## config.mk

```make
export PLATFORM = sky130hd
export DESIGN_NAME = eul_cordic
export DESIGN_NICKNAME = d
export VERILOG_FILES = /design/src/rtl/eul_pkg.sv /design/src/rtl/eul_cordic.sv
export SDC_FILE = /design/constraint.sdc
export NUM_CORES = 2
export LEC_CHECK = 0
export BUFFER_PORTS_ARGS = -buffer_cell sky130_fd_sc_hd__buf_2
export CORE_AREA = 2 2 422 424
export CTS_CLUSTER_DIAMETER = 100
export DETAILED_ROUTE_END_ITERATION = 7
export DIE_AREA = 0 0 424 426
export HOLD_SLACK_MARGIN = 0.08
export PLACE_DENSITY = 0.86
export SYNTH_ARGS = -nofsm -noshare
export SYNTH_HDL_FRONTEND = slang
export SYNTH_SLANG_ARGS = --single-unit
```

## constraint.sdc

```tcl
create_clock -name clk -period 9.9 [get_ports clk]
set_input_delay 0.495 -clock clk [delete_from_list [all_inputs] [get_ports clk]]
set_output_delay 0.495 -clock clk [all_outputs]
set_load 0.005 [all_outputs]
```

## src/rtl/eul_pkg.sv

```systemverilog
`timescale 1ns / 1ps
`default_nettype none
package eul_pkg;

  // default parameter values
  localparam int ANGLE_BITS_DEF    = 16;
  localparam int ELEMENT_BITS_DEF  = 16;
  localparam int CORDIC_STAGES_DEF = 16;

  // internal fixed point: sine/cosine in Q.30, angle path wider for folding
  localparam int SC_W = 32;
  localparam int Z_W  = 34;

  localparam logic signed [SC_W-1:0] CORDIC_GAIN = 32'sd652032874;
  localparam logic signed [Z_W-1:0]  PI_Q        = 34'sd3373259426;
  localparam logic signed [Z_W-1:0]  HALF_PI_Q   = 34'sd1686629713;

  // Euler order codes
  typedef enum logic [2:0] {
    ORD_XYZ = 3'd0,
    ORD_XZY = 3'd1,
    ORD_YXZ = 3'd2,
    ORD_YZX = 3'd3,
    ORD_ZXY = 3'd4,
    ORD_ZYX = 3'd5
  } ord_t;

  // atan(2^-i) in Q.30, rounded to nearest
  function automatic logic signed [Z_W-1:0] atan_q30(input int idx);
    logic signed [Z_W-1:0] v;
    case (idx)
      0:  v = 34'sd843314857;
      1:  v = 34'sd497837829;
      2:  v = 34'sd263043837;
      3:  v = 34'sd133525159;
      4:  v = 34'sd67021687;
      5:  v = 34'sd33543516;
      6:  v = 34'sd16775851;
      7:  v = 34'sd8388437;
      8:  v = 34'sd4194283;
      9:  v = 34'sd2097149;
      10: v = 34'sd1048576;
      11: v = 34'sd524288;
      12: v = 34'sd262144;
      13: v = 34'sd131072;
      14: v = 34'sd65536;
      15: v = 34'sd32768;
      16: v = 34'sd16384;
      17: v = 34'sd8192;
      18: v = 34'sd4096;
      19: v = 34'sd2048;
      20: v = 34'sd1024;
      21: v = 34'sd512;
      22: v = 34'sd256;
      23: v = 34'sd128;
      24: v = 34'sd64;
      25: v = 34'sd32;
      26: v = 34'sd16;
      27: v = 34'sd8;
      28: v = 34'sd4;
      29: v = 34'sd2;
      30: v = 34'sd1;
      default: v = 34'sd0;
    endcase
    return v;
  endfunction

  // Q.30 product with floor shift
  function automatic logic signed [SC_W-1:0] mul_q30(input logic signed [SC_W-1:0] a,
                                                     input logic signed [SC_W-1:0] b);
    logic signed [2*SC_W-1:0] p;
    p = a * b;
    return p[SC_W+29:30];
  endfunction

endpackage
`default_nettype wire

```

## src/rtl/eul_cordic.sv

```systemverilog
`timescale 1ns / 1ps
`default_nettype none
module eul_cordic #(
  parameter int ANGLE_BITS    = eul_pkg::ANGLE_BITS_DEF,
  parameter int CORDIC_STAGES = eul_pkg::CORDIC_STAGES_DEF
) (
  input  wire                                 clk,
  input  wire                                 rst,
  input  wire                                 in_valid,
  input  wire  signed [ANGLE_BITS-1:0]        angle,
  output logic                                out_valid,
  output logic signed [eul_pkg::SC_W-1:0]     sin_val,
  output logic signed [eul_pkg::SC_W-1:0]     cos_val
);
  localparam int SH = 33 - ANGLE_BITS;

  logic signed [eul_pkg::Z_W-1:0]  wide;
  logic                            vld  [0:CORDIC_STAGES];
  logic                            flip [0:CORDIC_STAGES];
  logic signed [eul_pkg::SC_W-1:0] x    [0:CORDIC_STAGES];
  logic signed [eul_pkg::SC_W-1:0] y    [0:CORDIC_STAGES];
  logic signed [eul_pkg::Z_W-1:0]  z    [0:CORDIC_STAGES];

  // widen angle to Q.30
  assign wide = eul_pkg::Z_W'(angle) <<< SH;

  // fold angle into [-pi/2, pi/2]
  always_ff @(posedge clk) begin
    if (rst) begin
      vld[0] <= 1'b0;
    end else begin
      vld[0] <= in_valid;
    end
  end

  always_ff @(posedge clk) begin
    x[0] <= eul_pkg::CORDIC_GAIN;
    y[0] <= '0;
    if (wide > eul_pkg::HALF_PI_Q) begin
      z[0]    <= wide - eul_pkg::PI_Q;
      flip[0] <= 1'b1;
    end else if (wide < -eul_pkg::HALF_PI_Q) begin
      z[0]    <= wide + eul_pkg::PI_Q;
      flip[0] <= 1'b1;
    end else begin
      z[0]    <= wide;
      flip[0] <= 1'b0;
    end
  end

  // one micro-rotation per register stage
  for (genvar i = 0; i < CORDIC_STAGES; i++) begin : g_step
    always_ff @(posedge clk) begin
      if (rst) begin
        vld[i+1] <= 1'b0;
      end else begin
        vld[i+1] <= vld[i];
      end
    end

    always_ff @(posedge clk) begin
      flip[i+1] <= flip[i];
      if (!z[i][eul_pkg::Z_W-1]) begin
        x[i+1] <= x[i] - (y[i] >>> i);
        y[i+1] <= y[i] + (x[i] >>> i);
        z[i+1] <= z[i] - eul_pkg::atan_q30(i);
      end else begin
        x[i+1] <= x[i] + (y[i] >>> i);
        y[i+1] <= y[i] - (x[i] >>> i);
        z[i+1] <= z[i] + eul_pkg::atan_q30(i);
      end
    end
  end

  // undo the fold
  always_ff @(posedge clk) begin
    if (rst) begin
      out_valid <= 1'b0;
    end else begin
      out_valid <= vld[CORDIC_STAGES];
    end
  end

  always_ff @(posedge clk) begin
    cos_val <= flip[CORDIC_STAGES] ? -x[CORDIC_STAGES] : x[CORDIC_STAGES];
    sin_val <= flip[CORDIC_STAGES] ? -y[CORDIC_STAGES] : y[CORDIC_STAGES];
  end
endmodule
`default_nettype wire

```

# Word level (Yosys, flattened, before mapping)
# Memories as Yosys holds them, arrays and structs flattened. A register that Yosys moved wholly into a read port is not among the register bits.
# Cells that the tools add are included.
[totals]
regBits = 64
latch_bits = 0
ramBits = 1700
mem_bits_ro = 0
input_bits = 19
output_inout_bits = 65
wordCells = 291
memories = 5
[classes]
add_sub_neg = 99
n_mul = 0
div_mod_pow = 0
order_cmp = 2
n_eq_ne = 0
shifts = 0
n_mux = 114
n_bitwise = 69
n_reduce_logical = 0
[memory_table]
columns = ["name", "words", "width", "read_ports", "rd_ports_with_merged_regs", "write_ports", "line", "source"]
rows = [
  ["z", 17, 34, 16, 0, 17, "eul_cordic.sv:22", "logic signed [eul_pkg::Z_W-1:0] z [0:CORDIC_STAGES];"],
  ["x", 17, 32, 17, 0, 17, "eul_cordic.sv:20", "logic signed [eul_pkg::SC_W-1:0] x [0:CORDIC_STAGES];"],
  ["y", 17, 32, 17, 0, 17, "eul_cordic.sv:21", "logic signed [eul_pkg::SC_W-1:0] y [0:CORDIC_STAGES];"],
  ["flip", 17, 1, 17, 0, 17, "eul_cordic.sv:19", "logic flip [0:CORDIC_STAGES];"],
  ["vld", 17, 1, 17, 1, 17, "eul_cordic.sv:18", "logic vld [0:CORDIC_STAGES];"],
]
[op_table]
columns = ["op", "count"]
rows = [
  ["$mux 32", 34],
  ["$mux 34", 18],
  ["$or 1x1->1", 69],
  ["$add 34x22->34 const B", 2],
  ["$sub 34x22->34 const B", 2],
  ["$add 32x17->32", 2],
  ["$add 32x18->32", 2],
  ["$add 32x19->32", 2],
  ["$add 32x20->32", 2],
  ["$add 32x21->32", 2],
  ["$add 32x22->32", 2],
  ["$add 32x23->32", 2],
  ["$add 32x24->32", 2],
  ["$add 32x25->32", 2],
  ["$add 32x26->32", 2],
  ["$add 32x27->32", 2],
  ["$add 32x28->32", 2],
  ["$add 32x29->32", 2],
  ["$add 32x30->32", 2],
  ["$add 32x31->32", 2],
  ["$neg 32->32", 2],
  ["$sub 32x17->32", 2],
  ["$sub 32x18->32", 2],
  ["$sub 32x19->32", 2],
  ["other kinds (47)", 121],
]

# Longest topological paths before layout
[depth]
ltp_word = 6
depth_mapped = 21
ltp_nobuf = 21

# Worst setup path after synthesis
# OpenSTA, ideal clock, no wires.
[synth_path]
kind = "flip-flop to flip-flop"
from = "memory z[3][33] (netlist bit)"
to = "memory y[4][28] (netlist bit)"
setup_ns = 0.140
arrival_ns = 4.393
required_time_ns = 9.760
slack_ns = 5.367
stages_incl_launch_ff = 16
path_buffers = 3
synth_period_minus_slack_ns = 4.533
path_cell_list = "dfxtp_1 -> clkbuf_1 -> clkbuf_1 -> buf_1 -> mux2i_1 -> fa_1 -> a21o_1 -> a211o_1 -> a2111oi_0 -> o31ai_1 -> a21o_1 -> a21oi_1 -> a21oi_1 -> a31oi_1 -> mux2i_1 -> o311ai_0"
[synth_lines]
columns = ["item", "line"]
rows = [
  ["start: declaration", "eul_cordic.sv:22"],
  ["end: declaration", "eul_cordic.sv:21"],
]

==> impl_metrics.tcl <==
set metrics [dict create \
    asyncSetResetFlopFracSynth_pct 0 \
    worst_skew_pair.late_latency_ns 0.83 \
    multiInputGateArea_um2 73600 \
    clock-sinks 1444 \
    syn_area_per_cell_um2 8.55 \
    cts.path.max_buffers 3 \
    final-setup-viol-count 0 \
    worst_pin_slew_ns 1.23 \
    timing.hold.worst_path_depth 2 \
    grt_max_degree 66 \
    fin_cells 14914 \
    maxCapViolCount 0 \
    cts_buffers 158 \
    setup.worst_path.end_class "register" \
    placementRows 154 \
    netlist_instances 12314 \
    antenna_found_initial 2 \
    timing.reg2reg.setup_slack_ns 4.62 \
    unrepaired_setup_endpoints_after_global_routing "false" \
    max_clk_rate_mhz 189 \
    register_area_um2 29100 \
    crit_path_max_fanout 58 \
    num_io_pins 84 \
    yosys.cell_count.top_type "dfxtp_1" \
    report.final.slew_viol_count 0 \
    avgRoutedWirePerCell_um 19.1 \
    detail_route.iter0.violations 7891 \
    yosys-top-cells-count "dfxtp_1 (1,423), ha_1 (1,386), a21oi_1 (1,239)" \
    timing_hold_violations_final 0 \
    gpl.final_weighted_congestion 0.993 \
    num_vias 91544 \
    fraction_of_final_layout_cells_with_drive_strength_greater_than_1_pct 4.43 \
    yosysUniqueCellTypes 95 \
    hold_end "z[0][28]" \
    worst_rel_slew_slack_pct 16.2 \
    timing_worst_setup_path_type "register to register" \
    critical_path.reg2reg.startpoint "z[9][33]" \
    number_of_remaining_drc_errors 0 \
    biggest_area_consumer_among_synthesized_cells "dfxtp_1" \
    layout.nets 13885 \
    via_density_per_instance 6.14 \
    cts_tree "done" \
    clock_tree.htree_level_count 4 \
    die_h_um 426 \
    post-route-util_pct 64.9 \
    die_w_um 424 \
    hpwlAfterDp_um 225000 \
    num_antenna_cells 0 \
    layout-area-overhead-vs-synth_pct 8.37 \
    core_footprint_um2 176000 \
    synth_top_area_share_pct 27.1 \
    stdcell_area_um2 114000 \
    grt_pass1_wl_um 456000 \
    ys.flop_type "dfxtp_1" \
    synth_edf_count 21 \
    finalWirelength_um 284000 \
    final_min_period_over_clock_period_pct 53.3 \
    start_util_pct 59.9 \
    synth_area_um2 105000 \
    fin_skew_ns 0.0294 \
    cts.reportedPaths.clkPinSlew_ns 0.06 \
    placed_cells_incl_taps 14602 \
    timing.hold.worst.class "input port to register" \
    detailed_place.area_um2 108000 \
    hp-start "angle[11]" \
    root_buffer "clkbuf_16" \
    track_usage_pct 30.4 \
    vias_in_the_first_global_route 87930 \
    yosys_register_bits 1444 \
    yosysWarnings 0 \
    crit_arrival_ns 5.98 \
    first_pass_iters 7 \
    reg2reg_depth 14 \
    critical_path.reg2reg.endpoint "y[10][30]" \
    grt_remaining_overflow 0 \
    die-area_um2 181000 \
    num-fill-cells 14500 \
    synth.top_cells.by_area "dfxtp_1 (27%), ha_1 (16%), xnor2_1 (9.5%)" \
    status "completed" \
    required_ns 10.60 \
    setup_tns_ns 0 \
    post_cts_buffers 0 \
    synth_sequential_area_ratio_pct 27.7 \
    placement.io_buffers 83 \
    drt.antenna.violating_nets 0 \
    startpoint_type "register" \
    fin_crit_ns 5.28 \
]
-- worst max-delay path, stage by stage (launching register included) --
cell       delay (ns)
dfxtp_2          0.60
buf_4            0.58
inv_1            0.51
o21ai_0          0.24
xor2_1           0.20
ha_1             0.30
o21a_1           0.24
a2111oi_0        0.57
o41a_1           0.31
a311oi_1         0.10
o21ai_0          0.27
a31oi_1          0.12
a2111oi_0        0.74
a21oi_1          0.21
xor2_1           0.18
-- kinds of logic (layout without fill, tap and decap cells) --
| family | count (synthesis) | after routing | synth area share (%) |
|---|---|---|---|
| and+or+nand+nor | 3324 | 3324 | 15.4 |
| buffers and inverters | 693 | 933 | 2.47 |
| adders and majority gates | 1427 | 1427 | 17.3 |
| DFF | 1444 | 1444 | 27.7 |
| muxes | 102 | 102 | 1.03 |
| AOI/OAI and AO/OA | 3595 | 3595 | 21.8 |
| other | 1 | 21 | 0.00356 |
| xor gates and xnor gates | 1728 | 1728 | 14.4 |
-- cell usage in the layout, fill, tap and decap left out, types with 71 or more instances in the layout --
cell type,instances
o21a_1,203
o21bai_1,139
o21ai_0,584
buf_2,83
nor2b_1,176
ha_1,1386
xnor2_1,1147
nand2_1,608
nor4_1,80
or3_1,71
nand3_1,219
a211oi_1,99
a31oi_1,135
nor3_1,373
a21o_1,546
a21oi_1,1239
clkbuf_16,162
and3_1,105
inv_1,503
dfxtp_1,1411
nor2_1,1100
nand2b_1,151
o31ai_1,77
o211ai_1,74
and2_1,88
nand4_1,93
xor2_1,579
-- worst max path at each step --
| stage | slack, ns | cells past startpoint | from | endpoint |
|---|---|---|---|---|
| 2_1_floorplan | 5.37 | 15 | z[3][33] | y[4][28] |
| 3_3_place_gp | 4.71 | 20 | x[13][13] | y[14][31] |
| 3_5_place_dp | 4.69 | 20 | x[13][13] | y[14][31] |
| 4_1_cts | 4.65 | 20 | x[13][13] | y[14][31] |
| 5_1_grt | 4.23 | 14 | z[9][33] | y[10][30] |
| 6_report | 4.62 | 14 | z[9][33] | y[10][30] |
-- final cells by class --
class,instances,share of cell area [%]
inverters,508,1.67
flip-flops and latches,1444,25.5
clock buffers,202,3.96
well taps,2340,2.57
clock inverters,93,1.02
multi-input cells,10197,64.5
repair buffers,130,0.711
-- registers in the layout (all words and copies together), names as in the netlist --
name       cells
sin_val       32
flip          17
vld           17
cos_val       32
out_valid      1
z            408
x            456
y            481
-- per-stage QoR --
step	hold WS, ns	setup WS (ns)
after floorplan	0.310	5.37
after global placement	0.310	4.71
after detailed placement	0.312	4.69
after CTS	0.0812	4.65
after global routing	0.105	4.23
final	0.120	4.62
-- routing by layer --
layer	track usage, %	share of wire (%)	vias to the layer above
met5	0	0	-
met4	9.95	3.1	0
met3	4.00	6.0	573
met2	51.7	47	3000
met1	39.7	44	43217
li1	-	-	44754
-- what timing repair did --
item                                    4_1_cts  5_1_grt
hold endpoints to repair                     32        0
endpoints found under the setup margin        0        0
resized for setup                             0        0
hold buffers                                 17        0
Power is not shown: default switching activity piles up to over one toggle a cycle in this logic, so the estimate is an artifact.
